File: src/rtl/core/geomip_fan_index_generator_defines.svh
// ----------------------------------------------------------------------------
// geomip fan index generator assertion macros
// shared concurrent assertion forms for the fan index generator
// ----------------------------------------------------------------------------
`ifndef GEOMIP_FAN_INDEX_GENERATOR_DEFINES_SVH
`define GEOMIP_FAN_INDEX_GENERATOR_DEFINES_SVH

// same-cycle implication
`define GFI_ASSERT_IMPL(label, clk, rst, ante, cons, msg) \
   label: assert property (@(posedge clk) disable iff (rst) (ante) |-> (cons)) \
      else $error(msg);

// next-cycle implication
`define GFI_ASSERT_NEXT(label, clk, rst, ante, cons, msg) \
   label: assert property (@(posedge clk) disable iff (rst) (ante) |=> (cons)) \
      else $error(msg);

`endif

File: src/rtl/core/gfi_pkg.sv
// ----------------------------------------------------------------------------
// gfi package
// widths, register codes and shared types of the fan index generator
// ----------------------------------------------------------------------------
`timescale 1ns / 1ps

package gfi_pkg;

   localparam int COORD_BITS  = 8;
   localparam int LOD_BITS    = 3;
   localparam int GRID_BITS   = 13;
   localparam int PATCH_BITS  = 9;
   localparam int SPAN_BITS   = 9;
   localparam int IDX_BITS    = 21;
   localparam int PROD_BITS   = SPAN_BITS + GRID_BITS;
   localparam int EDGE_BITS   = PATCH_BITS + 2;
   localparam int RING_SIZE   = 8;
   localparam int RING_BITS   = $clog2(RING_SIZE);
   localparam int SIDE_COUNT  = 4;
   localparam int CSR_ADDR_BITS = 3;
   localparam int CSR_DATA_BITS = 32;

   localparam logic [GRID_BITS-1:0]  MAX_GRID_WIDTH   = 13'd4096;
   localparam logic [PATCH_BITS-1:0] MAX_PATCH_SIZE   = 9'd257;
   localparam logic [GRID_BITS-1:0]  GRID_WIDTH_RESET = 13'd257;
   localparam logic [PATCH_BITS-1:0] PATCH_SIZE_RESET = 9'd33;

   typedef enum logic [0:0] {
      CSR_GRID_WIDTH = 1'b0,
      CSR_PATCH_SIZE = 1'b1
   } csr_index_type;

   typedef struct packed {
      logic [GRID_BITS-1:0]  grid_width;
      logic [PATCH_BITS-1:0] patch_size;
   } cfg_type;

   typedef struct packed {
      logic [IDX_BITS-1:0]                centre;
      logic [RING_SIZE-1:0][IDX_BITS-1:0] ring;
      logic [SIDE_COUNT-1:0]              merge;
   } fan_type;

endpackage

File: src/rtl/core/gfi_if.sv
// ----------------------------------------------------------------------------
// gfi channel interfaces
// fan request channel and triangle result channel, valid/ready handshake
// ----------------------------------------------------------------------------
`timescale 1ns / 1ps

interface gfi_req_if import gfi_pkg::*; ();
   logic                  valid;
   logic                  ready;
   logic [COORD_BITS-1:0] fan_x;
   logic [COORD_BITS-1:0] fan_z;
   logic [LOD_BITS-1:0]   core_lod;
   logic                  left_coarser;
   logic                  right_coarser;
   logic                  top_coarser;
   logic                  bottom_coarser;

   modport source (
      output valid, fan_x, fan_z, core_lod,
             left_coarser, right_coarser, top_coarser, bottom_coarser,
      input  ready
   );
   modport sink (
      input  valid, fan_x, fan_z, core_lod,
             left_coarser, right_coarser, top_coarser, bottom_coarser,
      output ready
   );
endinterface

interface gfi_rsp_if import gfi_pkg::*; ();
   logic                valid;
   logic                ready;
   logic [IDX_BITS-1:0] vertex_centre;
   logic [IDX_BITS-1:0] vertex_first;
   logic [IDX_BITS-1:0] vertex_second;
   logic                last_triangle;

   modport source (
      output valid, vertex_centre, vertex_first, vertex_second, last_triangle,
      input  ready
   );
   modport sink (
      input  valid, vertex_centre, vertex_first, vertex_second, last_triangle,
      output ready
   );
endinterface

File: src/rtl/core/gfi_csr.sv
// ----------------------------------------------------------------------------
// gfi register file
// apb-style grid width and patch size registers with clamping on write
// ----------------------------------------------------------------------------
`timescale 1ns / 1ps

module gfi_csr import gfi_pkg::*; (
   input  logic                     clock,
   input  logic                     reset,
   input  logic                     psel,
   input  logic                     penable,
   input  logic                     pwrite,
   input  logic [CSR_ADDR_BITS-1:0] paddr,
   input  logic [CSR_DATA_BITS-1:0] pwdata,
   output logic [CSR_DATA_BITS-1:0] prdata,
   output logic                     pready,
   output cfg_type                  cfg
);

   logic [GRID_BITS-1:0]  grid_width_ff, grid_width_in;
   logic [PATCH_BITS-1:0] patch_size_ff, patch_size_in;
   logic [GRID_BITS-1:0]  wr_grid;
   logic [PATCH_BITS-1:0] wr_patch;
   logic                  wr_en;
   csr_index_type         index;

   assign pready   = 1'b1;
   assign wr_en    = psel && penable && pwrite && pready;
   assign index    = csr_index_type'(paddr[2]);
   assign wr_grid  = pwdata[GRID_BITS-1:0];
   assign wr_patch = pwdata[PATCH_BITS-1:0];

   always_comb begin
      grid_width_in = grid_width_ff;
      patch_size_in = patch_size_ff;
      if (wr_en) begin
         case (index)
            CSR_GRID_WIDTH: begin
               grid_width_in = (wr_grid > MAX_GRID_WIDTH) ? MAX_GRID_WIDTH : wr_grid;
            end
            CSR_PATCH_SIZE: begin
               patch_size_in = (wr_patch > MAX_PATCH_SIZE) ? MAX_PATCH_SIZE : wr_patch;
            end
            default: begin
            end
         endcase
      end
   end

   always_comb begin
      case (index)
         CSR_GRID_WIDTH: prdata = CSR_DATA_BITS'(grid_width_ff);
         CSR_PATCH_SIZE: prdata = CSR_DATA_BITS'(patch_size_ff);
         default:        prdata = '0;
      endcase
   end

   always_ff @(posedge clock) begin
      if (reset) begin
         grid_width_ff <= GRID_WIDTH_RESET;
         patch_size_ff <= PATCH_SIZE_RESET;
      end else begin
         grid_width_ff <= grid_width_in;
         patch_size_ff <= patch_size_in;
      end
   end

   assign cfg.grid_width = grid_width_ff;
   assign cfg.patch_size = patch_size_ff;

endmodule

File: src/rtl/core/gfi_fan_calc.sv
// ----------------------------------------------------------------------------
// gfi fan calculator
// registers a fan request and forms its centre, ring indices and edge merges
// ----------------------------------------------------------------------------
`timescale 1ns / 1ps
`include "geomip_fan_index_generator_defines.svh"

module gfi_fan_calc import gfi_pkg::*; (
   input  logic    clock,
   input  logic    reset,
   gfi_req_if.sink req,
   input  cfg_type cfg,
   output logic    calc_valid,
   input  logic    calc_take,
   output fan_type calc_fan
);

   logic                  s1_valid_ff, s1_valid_in;
   logic [COORD_BITS-1:0] x_ff, z_ff;
   logic [LOD_BITS-1:0]   lod_ff;
   logic                  cl_ff, cr_ff, ct_ff, cb_ff;
   logic                  req_fire;

   logic [SPAN_BITS-1:0]  span, two_span;
   logic [SPAN_BITS-1:0]  r0, r1, r2, c0, c1, c2;
   logic [PROD_BITS-1:0]  p0, p1, p2;
   logic [EDGE_BITS-1:0]  edge_pos;
   logic                  wl, wt, wr, wb;

   assign req.ready = !s1_valid_ff || calc_take;
   assign req_fire  = req.valid && req.ready;

   always_comb begin
      s1_valid_in = s1_valid_ff;
      if (req_fire) begin
         s1_valid_in = 1'b1;
      end else if (calc_take) begin
         s1_valid_in = 1'b0;
      end
   end

   always_ff @(posedge clock) begin
      if (reset) begin
         s1_valid_ff <= 1'b0;
      end else begin
         s1_valid_ff <= s1_valid_in;
      end
   end

   always_ff @(posedge clock) begin
      if (req_fire) begin
         x_ff   <= req.fan_x;
         z_ff   <= req.fan_z;
         lod_ff <= req.core_lod;
         cl_ff  <= req.left_coarser;
         cr_ff  <= req.right_coarser;
         ct_ff  <= req.top_coarser;
         cb_ff  <= req.bottom_coarser;
      end
   end

   // fan square corners and midpoints
   assign span     = SPAN_BITS'(1) << lod_ff;
   assign two_span = span << 1;
   assign r0 = SPAN_BITS'(z_ff);
   assign r1 = SPAN_BITS'(z_ff) + span;
   assign r2 = SPAN_BITS'(z_ff) + two_span;
   assign c0 = SPAN_BITS'(x_ff);
   assign c1 = SPAN_BITS'(x_ff) + span;
   assign c2 = SPAN_BITS'(x_ff) + two_span;

   assign p0 = PROD_BITS'(r0) * PROD_BITS'(cfg.grid_width);
   assign p1 = PROD_BITS'(r1) * PROD_BITS'(cfg.grid_width);
   assign p2 = PROD_BITS'(r2) * PROD_BITS'(cfg.grid_width);

   // far edge position, may be negative
   assign edge_pos = EDGE_BITS'(cfg.patch_size) - EDGE_BITS'(1) - EDGE_BITS'(two_span);

   assign wl = cl_ff && (x_ff == '0);
   assign wb = cb_ff && (z_ff == '0);
   assign wt = ct_ff && !edge_pos[EDGE_BITS-1] && (edge_pos == EDGE_BITS'(z_ff));
   assign wr = cr_ff && !edge_pos[EDGE_BITS-1] && (edge_pos == EDGE_BITS'(x_ff));

   assign calc_valid      = s1_valid_ff;
   assign calc_fan.centre = p1[IDX_BITS-1:0] + IDX_BITS'(c1);
   assign calc_fan.ring[0] = p0[IDX_BITS-1:0] + IDX_BITS'(c0);
   assign calc_fan.ring[1] = p1[IDX_BITS-1:0] + IDX_BITS'(c0);
   assign calc_fan.ring[2] = p2[IDX_BITS-1:0] + IDX_BITS'(c0);
   assign calc_fan.ring[3] = p2[IDX_BITS-1:0] + IDX_BITS'(c1);
   assign calc_fan.ring[4] = p2[IDX_BITS-1:0] + IDX_BITS'(c2);
   assign calc_fan.ring[5] = p1[IDX_BITS-1:0] + IDX_BITS'(c2);
   assign calc_fan.ring[6] = p0[IDX_BITS-1:0] + IDX_BITS'(c2);
   assign calc_fan.ring[7] = p0[IDX_BITS-1:0] + IDX_BITS'(c1);
   assign calc_fan.merge  = {wb, wr, wt, wl};

   // a held request is never dropped
   `GFI_ASSERT_NEXT(a_s1_hold, clock, reset, s1_valid_ff && !calc_take, s1_valid_ff,
      "fan request lost before transfer to sequencer")

endmodule

File: src/rtl/core/gfi_tri_seq.sv
// ----------------------------------------------------------------------------
// gfi triangle sequencer
// walks the fan ring one triangle per cycle into the result register while it is free
// ----------------------------------------------------------------------------
`timescale 1ns / 1ps
`include "geomip_fan_index_generator_defines.svh"

module gfi_tri_seq import gfi_pkg::*; (
   input  logic      clock,
   input  logic      reset,
   input  logic      calc_valid,
   output logic      calc_take,
   input  fan_type   calc_fan,
   gfi_rsp_if.source rsp
);

   logic                               fan_valid_ff, fan_valid_in;
   logic [RING_BITS-1:0]               pos_ff, pos_in;
   logic [IDX_BITS-1:0]                centre_ff;
   logic [RING_SIZE-1:0][IDX_BITS-1:0] ring_ff, ring_in;
   logic [SIDE_COUNT-1:0]              merge_ff;

   logic                rsp_valid_ff, rsp_valid_in;
   logic [IDX_BITS-1:0] centre_out_ff, first_out_ff, second_out_ff;
   logic                last_out_ff;

   logic out_free, emit, merged, last, fan_done;

   assign out_free  = !rsp_valid_ff || rsp.ready;
   assign emit      = fan_valid_ff && out_free;
   assign merged    = merge_ff[pos_ff[RING_BITS-1:1]] && !pos_ff[0];
   assign last      = (pos_ff == RING_BITS'(RING_SIZE - 1)) ||
                      ((pos_ff == RING_BITS'(RING_SIZE - 2)) && merged);
   assign fan_done  = emit && last;
   assign calc_take = calc_valid && (!fan_valid_ff || fan_done);

   always_comb begin
      for (int i = 0; i < RING_SIZE; i++) begin
         ring_in[i] = merged ? ring_ff[RING_BITS'(i + 2)] : ring_ff[RING_BITS'(i + 1)];
      end
      pos_in       = pos_ff;
      fan_valid_in = fan_valid_ff;
      if (calc_take) begin
         pos_in       = '0;
         fan_valid_in = 1'b1;
      end else if (emit) begin
         pos_in       = last ? '0 : (pos_ff + (merged ? RING_BITS'(2) : RING_BITS'(1)));
         fan_valid_in = !last;
      end
   end

   always_comb begin
      rsp_valid_in = rsp_valid_ff;
      if (emit) begin
         rsp_valid_in = 1'b1;
      end else if (rsp.ready) begin
         rsp_valid_in = 1'b0;
      end
   end

   always_ff @(posedge clock) begin
      if (reset) begin
         fan_valid_ff <= 1'b0;
         pos_ff       <= '0;
         rsp_valid_ff <= 1'b0;
      end else begin
         fan_valid_ff <= fan_valid_in;
         pos_ff       <= pos_in;
         rsp_valid_ff <= rsp_valid_in;
      end
   end

   always_ff @(posedge clock) begin
      if (calc_take) begin
         centre_ff <= calc_fan.centre;
         ring_ff   <= calc_fan.ring;
         merge_ff  <= calc_fan.merge;
      end else if (emit) begin
         ring_ff   <= ring_in;
      end
   end

   always_ff @(posedge clock) begin
      if (emit) begin
         centre_out_ff <= centre_ff;
         first_out_ff  <= ring_ff[0];
         second_out_ff <= merged ? ring_ff[2] : ring_ff[1];
         last_out_ff   <= last;
      end
   end

   assign rsp.valid         = rsp_valid_ff;
   assign rsp.vertex_centre = centre_out_ff;
   assign rsp.vertex_first  = first_out_ff;
   assign rsp.vertex_second = second_out_ff;
   assign rsp.last_triangle = last_out_ff;

   // midpoints are only visited on sides that are not stitched
   `GFI_ASSERT_IMPL(a_odd_unmerged, clock, reset, fan_valid_ff && pos_ff[0],
      !merge_ff[pos_ff[RING_BITS-1:1]], "midpoint visited on a stitched side")
   // a new fan starts at the left side
   `GFI_ASSERT_NEXT(a_take_start, clock, reset, calc_take, fan_valid_ff && (pos_ff == '0),
      "new fan did not start at ring origin")
   // a fan is only replaced after its last triangle
   `GFI_ASSERT_IMPL(a_no_overwrite, clock, reset, calc_take, !fan_valid_ff || fan_done,
      "fan overwritten before its last triangle")

endmodule

File: src/rtl/core/geomip_fan_index_generator.sv
// ----------------------------------------------------------------------------
// geomip fan index generator
// triangle fan index generation with crack stitching for terrain patches
// ----------------------------------------------------------------------------
// Each fan request yields 4 to 8 triangles, one per cycle on the rsp channel
// while rsp_ch is ready; a new request is taken while the previous fan drains.
// With the sequencer idle, a request passes the calculator register, the
// sequencer fan register and the result register before the first triangle
// of its fan is valid on the rsp channel.
// Registers: grid_width at byte 0, patch_size at byte 4, clamped on write.
`timescale 1ns / 1ps

module geomip_fan_index_generator import gfi_pkg::*; (
   input  logic                     clock,
   input  logic                     reset,
   gfi_req_if.sink                  req_ch,
   gfi_rsp_if.source                rsp_ch,
   input  logic                     psel,
   input  logic                     penable,
   input  logic                     pwrite,
   input  logic [CSR_ADDR_BITS-1:0] paddr,
   input  logic [CSR_DATA_BITS-1:0] pwdata,
   output logic [CSR_DATA_BITS-1:0] prdata,
   output logic                     pready
);

   cfg_type cfg;
   logic    calc_valid;
   logic    calc_take;
   fan_type calc_fan;

   gfi_csr u_csr (
      .clock   (clock),
      .reset   (reset),
      .psel    (psel),
      .penable (penable),
      .pwrite  (pwrite),
      .paddr   (paddr),
      .pwdata  (pwdata),
      .prdata  (prdata),
      .pready  (pready),
      .cfg     (cfg)
   );

   gfi_fan_calc u_fan_calc (
      .clock      (clock),
      .reset      (reset),
      .req        (req_ch),
      .cfg        (cfg),
      .calc_valid (calc_valid),
      .calc_take  (calc_take),
      .calc_fan   (calc_fan)
   );

   gfi_tri_seq u_tri_seq (
      .clock      (clock),
      .reset      (reset),
      .calc_valid (calc_valid),
      .calc_take  (calc_take),
      .calc_fan   (calc_fan),
      .rsp        (rsp_ch)
   );

endmodule
File: src/flat_wrapper.sv
// flat-port wrapper written by rule: the top's interface ports become plain ports
module geomip_fan_index_generator_flat import gfi_pkg::*;
  (clock, reset, psel, penable, pwrite, paddr, pwdata, prdata, pready, req_ch_valid, req_ch_fan_x, req_ch_fan_z, req_ch_core_lod, req_ch_left_coarser, req_ch_right_coarser, req_ch_top_coarser, req_ch_bottom_coarser, req_ch_ready, rsp_ch_valid, rsp_ch_vertex_centre, rsp_ch_vertex_first, rsp_ch_vertex_second, rsp_ch_last_triangle, rsp_ch_ready);
  gfi_req_if req_ch_i ();
  gfi_rsp_if rsp_ch_i ();
  input  logic clock;
  input  logic reset;
  input  logic psel;
  input  logic penable;
  input  logic pwrite;
  input  logic [CSR_ADDR_BITS-1:0] paddr;
  input  logic [CSR_DATA_BITS-1:0] pwdata;
  output logic [CSR_DATA_BITS-1:0] prdata;
  output logic pready;
  input wire logic [$bits(req_ch_i.valid)-1:0] req_ch_valid;
  input wire logic [$bits(req_ch_i.fan_x)-1:0] req_ch_fan_x;
  input wire logic [$bits(req_ch_i.fan_z)-1:0] req_ch_fan_z;
  input wire logic [$bits(req_ch_i.core_lod)-1:0] req_ch_core_lod;
  input wire logic [$bits(req_ch_i.left_coarser)-1:0] req_ch_left_coarser;
  input wire logic [$bits(req_ch_i.right_coarser)-1:0] req_ch_right_coarser;
  input wire logic [$bits(req_ch_i.top_coarser)-1:0] req_ch_top_coarser;
  input wire logic [$bits(req_ch_i.bottom_coarser)-1:0] req_ch_bottom_coarser;
  output wire logic [$bits(req_ch_i.ready)-1:0] req_ch_ready;
  output wire logic [$bits(rsp_ch_i.valid)-1:0] rsp_ch_valid;
  output wire logic [$bits(rsp_ch_i.vertex_centre)-1:0] rsp_ch_vertex_centre;
  output wire logic [$bits(rsp_ch_i.vertex_first)-1:0] rsp_ch_vertex_first;
  output wire logic [$bits(rsp_ch_i.vertex_second)-1:0] rsp_ch_vertex_second;
  output wire logic [$bits(rsp_ch_i.last_triangle)-1:0] rsp_ch_last_triangle;
  input wire logic [$bits(rsp_ch_i.ready)-1:0] rsp_ch_ready;
  assign req_ch_i.valid = req_ch_valid;
  assign req_ch_i.fan_x = req_ch_fan_x;
  assign req_ch_i.fan_z = req_ch_fan_z;
  assign req_ch_i.core_lod = req_ch_core_lod;
  assign req_ch_i.left_coarser = req_ch_left_coarser;
  assign req_ch_i.right_coarser = req_ch_right_coarser;
  assign req_ch_i.top_coarser = req_ch_top_coarser;
  assign req_ch_i.bottom_coarser = req_ch_bottom_coarser;
  assign req_ch_ready = req_ch_i.ready;
  assign rsp_ch_valid = rsp_ch_i.valid;
  assign rsp_ch_vertex_centre = rsp_ch_i.vertex_centre;
  assign rsp_ch_vertex_first = rsp_ch_i.vertex_first;
  assign rsp_ch_vertex_second = rsp_ch_i.vertex_second;
  assign rsp_ch_last_triangle = rsp_ch_i.last_triangle;
  assign rsp_ch_i.ready = rsp_ch_ready;
  geomip_fan_index_generator u_core (.clock(clock), .reset(reset), .req_ch(req_ch_i), .rsp_ch(rsp_ch_i), .psel(psel), .penable(penable), .pwrite(pwrite), .paddr(paddr), .pwdata(pwdata), .prdata(prdata), .pready(pready));
endmodule
File: config.mk
export PLATFORM = sky130hd
export DESIGN_NAME = geomip_fan_index_generator_flat
export DESIGN_NICKNAME = d
export VERILOG_FILES = /design/src/rtl/core/gfi_pkg.sv /design/src/rtl/core/gfi_if.sv /design/src/rtl/core/gfi_csr.sv /design/src/rtl/core/gfi_fan_calc.sv /design/src/rtl/core/gfi_tri_seq.sv /design/src/rtl/core/geomip_fan_index_generator.sv /design/src/flat_wrapper.sv
export VERILOG_INCLUDE_DIRS = /design/src /design/src/rtl/core
export SDC_FILE = /design/constraint.sdc
export NUM_CORES = 1
export LEC_CHECK = 0
export ABC_AREA = 1
export BUFFER_PORTS_ARGS = -buffer_cell sky130_fd_sc_hd__buf_4
export CORE_MARGIN = 3
export CORE_UTILIZATION = 58
export DETAILED_ROUTE_END_ITERATION = 12
export PLACE_DENSITY_LB_ADDON = 0.12
export SYNTH_ARGS = -nofsm -noshare
export SYNTH_HDL_FRONTEND = slang
export SYNTH_HIERARCHICAL = 1
export SYNTH_SLANG_ARGS = --single-unit
File: constraint.sdc
create_clock -name clock -period 6.2 [get_ports clock]
set_input_delay 0.93 -clock clock [delete_from_list [all_inputs] [get_ports clock]]
set_output_delay 0.93 -clock clock [all_outputs]
set_load 0.02 [all_outputs]
* Word-level counts from Yosys, hierarchy flattened
Cells that the tools add are included.
** Word-level totals
- Register bits after elaboration :: 224
- Latch bits :: 0
- Logic and storage cells :: 96
- Memories :: 0
- Memory bits (read-only) :: 0
- Input port bits :: 65
- Bits in writable memories :: 0
- Output and inout bits :: 99
** Operators by class
- Div/mod/pow operators :: 0
- Reductions and logical operators :: 32
- Eq/ne operators :: 4
- Add/sub/neg operators :: 11
- Bitwise operators :: 1
- Shifts and indexed selects :: 1
- Multipliers :: 3
- Mux-type cells :: 18
- $lt $le $gt $ge :: 3
** Operator list (number)
- two-way mux 84 bit :: 1
- case mux 32 bit (2 select lines) :: 1
- adder 21 x 8 -> 21 bit :: 3
- two-way mux 21 bit :: 3
- two-way mux 63 bit :: 1
- adder 21 x 9 -> 21 bit :: 2
- multiplier 9 x 13 -> 21 bit :: 2
- adder 8 x 9 -> 9 bit :: 3
- equality test 11 x 8 -> 1 bit :: 2
- multiplier 8 x 13 -> 21 bit :: 1
- logical NOT 8 bit :: 2
- logical AND 1 bit :: 14
- greater-than comparator 13 bit (second input constant) :: 1
- two-way mux 13 bit :: 1
- subtractor 10 x 10 -> 11 bit :: 1
- subtractor 9 x 1 -> 10 bit (second input constant) :: 1
- greater-than comparator 9 bit (second input constant) :: 1
- two-way mux 9 bit :: 1
- left shift 1 x 3 -> 9 bit (first input constant) :: 1
- two-way mux 1 bit :: 7
- equality test 3 bit (second input constant) :: 2
- logical NOT 1 bit :: 6
- nonzero test 2 bit :: 3
- logical OR 1 bit :: 4
- other kinds (8) :: 9

* Longest topological paths before layout
Gate-level depths: netlist (run 1).
- Word-level depth :: 11
- Mapped depth :: 44
- Mapped depth without buffers :: 42

* By module
The synthesis (run 1) kept the hierarchy.
** Modules (own cells, without submodules)
- gfi_fan_calc :: times used 1, seq. area each 710.7 um^2, cells each 2904, area an instance 19241.0 um^2
- gfi_tri_seq :: times used 1, seq. area each 5295.1 um^2, cells each 591, area an instance 7129.3 um^2
- gfi_csr :: times used 1, seq. area each 440.4 um^2, cells each 175, area an instance 1198.6 um^2

* Worst setup path before layout (run 1)
Ideal clock, no wire load.
- Path type :: register to register
- Start :: reg u_core.u_fan_calc.lod_ff[0]
- End :: reg u_core/u_tri_seq/ring_ff[82] (netlist bit), data pin
- Buffers on the path :: 2
- Data arrival time :: 6.622 ns
- Cell stages (with the launch flop) :: 35
- Slack :: -0.672 ns
- Period minus slack after synthesis :: 6.872 ns
- Library setup time :: 0.251 ns
- Data required time :: 5.949 ns
- Cell sequence :: edfxtp_1 > buf_4 > nor3_1 > ha_1 > ha_1 > inv_1 > nand2_1 > nand3_1 > a31oi_1 > xor2_1 > clkbuf_1 > nor2_1 > fa_1 > fa_1 > inv_1 > fa_1 > fa_1 > inv_1 > ha_1 > nand2_1 > nand3_1 > xor2_1 > ha_1 > nand2_1 > nor2_1 > nand3_1 > nand3_1 > nand2_1 > nor2_1 > nand2_1 > nor2_1 > xor2_1 > inv_1 > inv_1 > nor2_1
** RTL lines
- from (decl) :: RTL line gfi_fan_calc.sv:20 : logic [LOD_BITS-1:0] lod_ff;
- from (signal assigned) :: RTL line gfi_fan_calc.sv:54 : lod_ff <= req.core_lod;
- to (signal assigned) :: RTL line gfi_tri_seq.sv:76 : ring_ff <= calc_fan.ring;
- to (signal assigned) :: RTL line gfi_tri_seq.sv:79 : ring_ff <= ring_in;
- to (decl) :: RTL line gfi_tri_seq.sv:20 : logic [RING_SIZE-1:0][IDX_BITS-1:0] ring_ff, ring_in;

==> results.md, run 1 <==
* Status: finished with violations
* Violated checks: negative setup slack
* Worst EP required at 6590 ps
* Effective utilization at floorplan at 59.2%
* Reg-to-reg critical path startpoint: u_core/u_fan_calc/lod_ff[2]$_DFFE_PP_
* Skew-Pair Late Insertion Delay at 570 ps
* Max Fanout on Critical Path at 6
* Startpoint of the most critical hold path: u_core/u_tri_seq/ring_ff[14]$_DFFE_PP_
* Setup crit start: u_core/u_fan_calc/lod_ff[2]$_DFFE_PP_
* Hold/Removal Path Class: reg2reg
* First drt pass iteration count at 5
* Number of I/O port buffers at 122
* Worst endpoint data arrival time at 7120 ps
* Count of nets after finishing at 4168
* GR Layer Usage met2 at 54.3%
* Post-Place Setup Slack at -608 ps
* H-Tree Level Count at 1
* Hold violation count in the final report at 0
* Routed len/inst at 18.3 µm
* CTS Root Cell: sky130_fd_sc_hd__clkbuf_16
* Max rail drop VDD at 0.213 mV
* Final core area utilization at 77.0%
* Post-Syn Instances at 3247
* Number of ports placed on the die boundary at 164
* Power density over cell area at 278 nW/µm²
* Placed cell area at 28500 µm²
* Max clock buf depth at 3
* Setup repair after global routing missed its margin: yes
* Iter 0 DRT Violations at 1942
* Antenna cells at 0
* Cell type of the slowest stage on the worst timing path: sky130_fd_sc_hd__fa_1
* Via-to-Cell Ratio at 5.41
* Half-perimeter wire length of the detailed placement result at 56.6 mm
* Share of final-layout standard cells stronger than drive strength 1 at 28.0%
* Kind of launch point of the worst setup path: register
* Chip width at 214 µm
* Vias in the first global route at 22.5k
* CTS tree: done
* Count of synthesis-stage warnings from yosys at 6
* Highest Clock Rate at 0.149 GHz
* Vias post-DR at 23.2k
* Clock buffers created by TritonCTS at 25
* Most frequent cell on the critical path: sky130_fd_sc_hd__nand2_4
* Area of the placeable core at 42300 µm²
* Overall die area at 45700 µm²
* Mapped Area at 25000 µm²
* Final estimated routing congestion in global placement at 0.966
* Rows at 75
* Delay of the slowest cell on the worst path at 510 ps
* Number of max-slew violations in the final report at 0
* Post-route cell area at 32600 µm²
* Setup clock skew after layout at 50.2 ps
* Met3 track utilization from global routing at 3.89%
* Reg clk slew, reported paths at 60 ps
* Number of setup violations in the final report at 47
* GRT Resource Usage Total at 32.1%
* Relative slew margins at 23.2%
* Worst Setup Path Type: reg2reg
* Number of antenna violations at the first check in global routing at 1
* Remaining Overflow, GRT at 0
* Pin count of the biggest net entering global routing at 85
* First-pass GRT wire length at 116 mm
* Minimum clock period after layout at 6730 ps
* Transition time at the pin with the least slew margin at 1150 ps
* Critical Path End Type: register
* Syn_area_per_cell at 7.71 µm²
* Final routed wirelength across all metal layers at 78.6 mm
* Layout Area Growth over Synthesis at 30.1%
* Maxcap violations at 0
* Share of the clock period used by the worst path at 109%
* CTS hold repair buffers at 0
* Final worst-path setup slack at -528 ps
* Die Span Y at 214 µm
* Most crowded layer after global routing: met2
* Final routed DRC violation total at 0
* Met1 global-route usage at 41.9%
* CTS sink cnt at 224
* Static leakage at 16.5 nW
* Post-route ant nets at 0
-- metrics by stage --
step	total power, W	hold WS (ps)	std cells	setup TNS (ps)
2_1_floorplan	0.00444	400	3265	-16.0
3_3_place_gp	0.00587	402	4147	-13720
3_5_place_dp	0.00598	405	4147	-19460
4_1_cts	0.00830	417	4247	-6100
5_1_grt	0.00955	420	4289	-22790
6_report	0.00906	416	4289	-11300
-- flip-flops by register name (all words and copies together) (netlist names), 3 cells and up --
signal / flops
u_core/u_tri_seq/ring_ff: 84
u_core/u_tri_seq/centre_ff: 21
u_core/u_tri_seq/rsp.vertex_centre: 21
u_core/u_tri_seq/rsp.vertex_first: 21
u_core/u_tri_seq/rsp.vertex_second: 21
u_core/u_csr/grid_width_ff: 13
u_core/u_csr/patch_size_ff: 9
u_core/u_fan_calc/x_ff: 8
u_core/u_fan_calc/z_ff: 8
u_core/u_tri_seq/merge_ff: 4
u_core/u_fan_calc/lod_ff: 3
u_core/u_tri_seq/pos_ff: 3
-- final cells by class --
| class | instances | area (µm²) |
|---|---|---|
| multi-input cells | 2269 | 17900 |
| fillers | 2932 | 9740 |
| flip-flops and latches | 224 | 6450 |
| repair buffers | 521 | 4200 |
| inverters | 654 | 2480 |
| well taps | 577 | 722 |
| clock buffers | 30 | 644 |
| clock inverters | 14 | 165 |
-- power breakdown --
part	switching, W	internal (W)
Sequential	0.0000868	0.00193
Combinational	0.00316	0.00240
Clock	0.000612	0.000870
-- path summary, 6_finish.rpt --
check,endpoint,slack (ps),cells past startpoint
setup / recovery,u_core/u_tri_seq/ring_ff[37]$_DFFE_PP_,-530,31
hold / removal,u_core/u_tri_seq/rsp.vertex_first[14]$_DFFE_PP_,420,0
setup reg to reg,u_core/u_tri_seq/ring_ff[37]$_DFFE_PP_,-530,31
hold reg to reg,u_core/u_tri_seq/rsp.vertex_first[14]$_DFFE_PP_,420,0
-- per-layer routing --
| metal | vias to the layer above | part of all wire (%) |
|---|---|---|
| met5 | - | 0 |
| met4 | 0 | 5.3 |
| met3 | 241 | 6.6 |
| met2 | 990 | 48 |
| li1 | 10900 | - |
| met1 | 11100 | 40 |
-- placed cells by master, fill, tap and decap left out, types with 12 or more instances in the layout --
| cell | count |
|---|---|
| sky130_fd_sc_hd__nand2_4 | 54 |
| sky130_fd_sc_hd__conb_1 | 20 |
| sky130_fd_sc_hd__nand3_4 | 20 |
| sky130_fd_sc_hd__edfxtp_1 | 196 |
| sky130_fd_sc_hd__ha_1 | 141 |
| sky130_fd_sc_hd__nor2_2 | 45 |
| sky130_fd_sc_hd__dfxtp_1 | 27 |
| sky130_fd_sc_hd__nor2_1 | 228 |
| sky130_fd_sc_hd__inv_2 | 57 |
| sky130_fd_sc_hd__a21oi_1 | 99 |
| sky130_fd_sc_hd__a21oi_2 | 19 |
| sky130_fd_sc_hd__nand2_1 | 707 |
| sky130_fd_sc_hd__nand4_1 | 40 |
| sky130_fd_sc_hd__xor2_2 | 12 |
| sky130_fd_sc_hd__nand3_1 | 174 |
| sky130_fd_sc_hd__o21ai_0 | 60 |
| sky130_fd_sc_hd__buf_4 | 454 |
| sky130_fd_sc_hd__ha_4 | 37 |
| sky130_fd_sc_hd__buf_6 | 63 |
| sky130_fd_sc_hd__inv_1 | 584 |
| sky130_fd_sc_hd__xor2_1 | 80 |
| sky130_fd_sc_hd__nand3_2 | 30 |
| sky130_fd_sc_hd__nand2_2 | 101 |
| sky130_fd_sc_hd__fa_1 | 219 |
| sky130_fd_sc_hd__xnor2_1 | 25 |
| sky130_fd_sc_hd__clkbuf_16 | 25 |
| sky130_fd_sc_hd__nor2_4 | 45 |
-- worst max-delay path, delay by kind of cell (launching register included) --
kind	cells	cell delay (ps)
buffers and inverters	6	750
DFF	1	480
xor gates and xnor gates	3	620
and+or+nand+nor	13	1610
adders and majority gates	8	2560
AOI/OAI and AO/OA	1	510
-- what timing repair did --
item / in CTS / in global routing
pin swaps: 209 / 157
resized for setup: 370 / 243
cloned: 1 / 1
setup endpoints to repair: 52 / 54
setup buffers: 62 / 53
No activity file was read; power rests on OpenSTA's default activity.
==> run 2: changes to the inputs <==
ABC_AREA = default   (was 1)
CORE_UTILIZATION = 57   (was 58)
==> run 2 against run 1 <==
- the flow still finishes with violations (negative setup slack)
- die area down 2.4%
- non-clock buffer count decreased by 32
- synthesized area down 4.2%
- fmax decreased by 13%
- clock power about the same
- via count fell by 16%
- power down 31%
- cell area down 8.3%
- final cell count shrank 19%
- critical path depth is 2 lower
- sequential share of layout area grew 1.8 points
==> results.md, run 2 <==
* Minimum clock period after layout at 7710 ps (was 6730 ps)
* Max Fanout on Critical Path at 8 (was 6)
* Pin count of the biggest net entering global routing at 100 (was 85)
* Setup clock skew after layout at 27.3 ps (was 50.2 ps)
* Cell type of the slowest stage on the worst timing path: sky130_fd_sc_hd__fa_1 (unchanged)
* Power density over cell area at 208 nW/µm² (was 278 nW/µm²)
* Post-Place Setup Slack at -1890 ps (was -608 ps)
* CTS Root Cell: sky130_fd_sc_hd__clkbuf_16 (unchanged)
* Setup crit start: u_core/u_fan_calc/lod_ff[1]$_DFFE_PP_ (was u_core/u_fan_calc/lod_ff[2]$_DFFE_PP_)
* Remaining Overflow, GRT at 0 (unchanged)
* Layout Area Growth over Synthesis at 24.5% (was 30.1%)
* Share of the clock period used by the worst path at 124% (was 109%)
* Setup repair after global routing missed its margin: yes (unchanged)
* Status: finished with violations (unchanged)
* Hold violation count in the final report at 0 (unchanged)
* Number of I/O port buffers at 122 (unchanged)
* Final routed DRC violation total at 0 (unchanged)
* Startpoint of the most critical hold path: u_core/u_tri_seq/ring_ff[8]$_DFFE_PP_ (was u_core/u_tri_seq/ring_ff[14]$_DFFE_PP_)
* CTS hold repair buffers at 0 (unchanged)
* Worst Setup Path Type: reg2reg (unchanged)
* First drt pass iteration count at 5 (unchanged)
* Relative slew margins at 21.1% (was 23.2%)
* Syn_area_per_cell at 9.48 µm² (was 7.71 µm²)
* Number of ports placed on the die boundary at 164 (unchanged)
* Iter 0 DRT Violations at 1548 (was 1942)
* Worst endpoint data arrival time at 7980 ps (was 7120 ps)
* Number of setup violations in the final report at 56 (was 47)
* Biggest register: u_core/u_tri_seq/ring_ff (unchanged)
* H-Tree Level Count at 1 (unchanged)
* Kind of launch point of the worst setup path: register (unchanged)
* Critical Path End Type: register (unchanged)
* Most frequent cells in the layout: sky130_fd_sc_hd__buf_4, sky130_fd_sc_hd__nand2_1, sky130_fd_sc_hd__inv_1, sky130_fd_sc_hd__fa_1, sky130_fd_sc_hd__edfxtp_1 (was sky130_fd_sc_hd__nand2_1, sky130_fd_sc_hd__inv_1, sky130_fd_sc_hd__buf_4, sky130_fd_sc_hd__nor2_1, sky130_fd_sc_hd__fa_1)
* Rows at 74 (was 75)
* Overall die area at 44600 µm² (was 45700 µm²)
* Buffers plus inverters on the worst setup path at 9 (was 6)
* Max reg flops at 84 (unchanged)
* Max rail drop VDD at 0.176 mV (was 0.213 mV)
* Vias in the first global route at 19.7k (was 22.5k)
* Reg-to-reg critical path startpoint: u_core/u_fan_calc/lod_ff[1]$_DFFE_PP_ (was u_core/u_fan_calc/lod_ff[2]$_DFFE_PP_)
* Static leakage at 13.7 nW (was 16.5 nW)
* Antenna cells at 0 (unchanged)
* CTS sink cnt at 224 (unchanged)
* Via-to-Cell Ratio at 5.63 (was 5.41)
* Skew-Pair Late Insertion Delay at 540 ps (was 570 ps)
* Leading cell type in the layout, fill and taps excluded: sky130_fd_sc_hd__buf_4 (was sky130_fd_sc_hd__nand2_1)
* Die Span Y at 211 µm (was 214 µm)
* Count of synthesis-stage warnings from yosys at 6 (unchanged)
* Transition time at the pin with the least slew margin at 1180 ps (was 1150 ps)
* Half-perimeter wire length of the detailed placement result at 50.3 mm (was 56.6 mm)
* Routed len/inst at 19.0 µm (was 18.3 µm)
* First-pass GRT wire length at 103 mm (was 116 mm)
* Post-route ant nets at 0 (unchanged)
* Final worst-path setup slack at -1510 ps (was -528 ps)
* Worst EP required at 6480 ps (was 6590 ps)
* Violated checks: negative setup slack (unchanged)
* Effective utilization at floorplan at 58.2% (was 59.2%)
* Vias post-DR at 19.5k (was 23.2k)
* Hold/Removal Path Class: reg2reg (unchanged)
* Chip width at 211 µm (was 214 µm)
* Kind of cell with the highest combined delay on the critical path: adder cells (unchanged)
* Maxcap violations at 0 (unchanged)
* Delay of the slowest cell on the worst path at 500 ps (was 510 ps)
* Number of antenna violations at the first check in global routing at 0 (was 1)
* Post-Syn Instances at 2530 (was 3247)
* Highest Clock Rate at 0.130 GHz (was 0.149 GHz)
* Reg clk slew, reported paths at 60 ps (about the same)
* Share of final-layout standard cells stronger than drive strength 1 at 25.4% (was 28.0%)
* Count of nets after finishing at 3397 (was 4168)
* Clock buffers created by TritonCTS at 24 (was 25)
* Area of the placeable core at 41200 µm² (was 42300 µm²)
* CTS tree: done (unchanged)
* Final estimated routing congestion in global placement at 0.947 (was 0.966)
* Number of max-slew violations in the final report at 0 (unchanged)
* GRT Resource Usage Total at 28.9% (was 32.1%)
* Mapped Area at 24000 µm² (was 25000 µm²)
* Max clock buf depth at 3 (unchanged)
* Final routed wirelength across all metal layers at 65.9 mm (was 78.6 mm)
* Final total power at 0.00621 W (was 0.00906 W)
## run 2: layout make-up
type / count / area, µm²
Clock buffer: 30 / 644
Clock inverter: 14 / 145
Fill cell: 3033 / 11300
Inverter: 330 / 1240
Multi-Input combinational cell: 1855 / 16800
Sequential cell: 224 / 6450
Tap cell: 532 / 666
Timing Repair Buffer: 489 / 3920
## run 2: timing repair
| action | 4_1_cts | 5_1_grt |
|---|---|---|
| buffers inserted | 29 | 20 |
| gates resized for setup | 139 | 97 |
| setup endpoints to repair | 59 | 66 |
| pin swaps | 83 | 62 |
## run 2: power breakdown
part	leakage, nW	switching, W	internal (W)	total (W)
Combinational	11.2	0.00152	0.00129	0.00281
Clock	0.381	0.000584	0.000861	0.00145
Sequential	2.11	0.0000750	0.00188	0.00196
## run 2: path summary, 6_finish.rpt
path | endpoint | slack (ps) | cells past startpoint
hold reg to reg | u_core/u_tri_seq/rsp.vertex_first[8]$_DFFE_PP_ | 420 | 0
setup reg to reg | u_core/u_tri_seq/ring_ff[62]$_DFFE_PP_ | -1510 | 29
hold / removal | u_core/u_tri_seq/rsp.vertex_first[8]$_DFFE_PP_ | 420 | 0
setup / recovery | u_core/u_tri_seq/ring_ff[62]$_DFFE_PP_ | -1510 | 29
## run 2: stage by stage
stage	instance area, µm²	TNS (ps)	hold slack, ps	util [%]	instances
final	29900	-51290	417	72.5	3474
after global routing	29900	-65050	422	72.5	3474
after CTS	29300	-43330	416	71.1	3458
after detailed placement	27600	-67120	405	67.0	3386
after global placement	27600	-59560	401	67.0	3386
after floorplan	24200	-39420	400	-	2548
## run 2: metal layers
metal	routed length [µm]	global-route usage [%]	vias to the layer above	share of wire, %
li1	-	-	9115	-
met1	27800	39.1	9544	42
met5	0	0	-	0
met2	32100	49.9	755	49
met3	3810	2.78	135	5.8
met4	2220	8.36	0	3.4
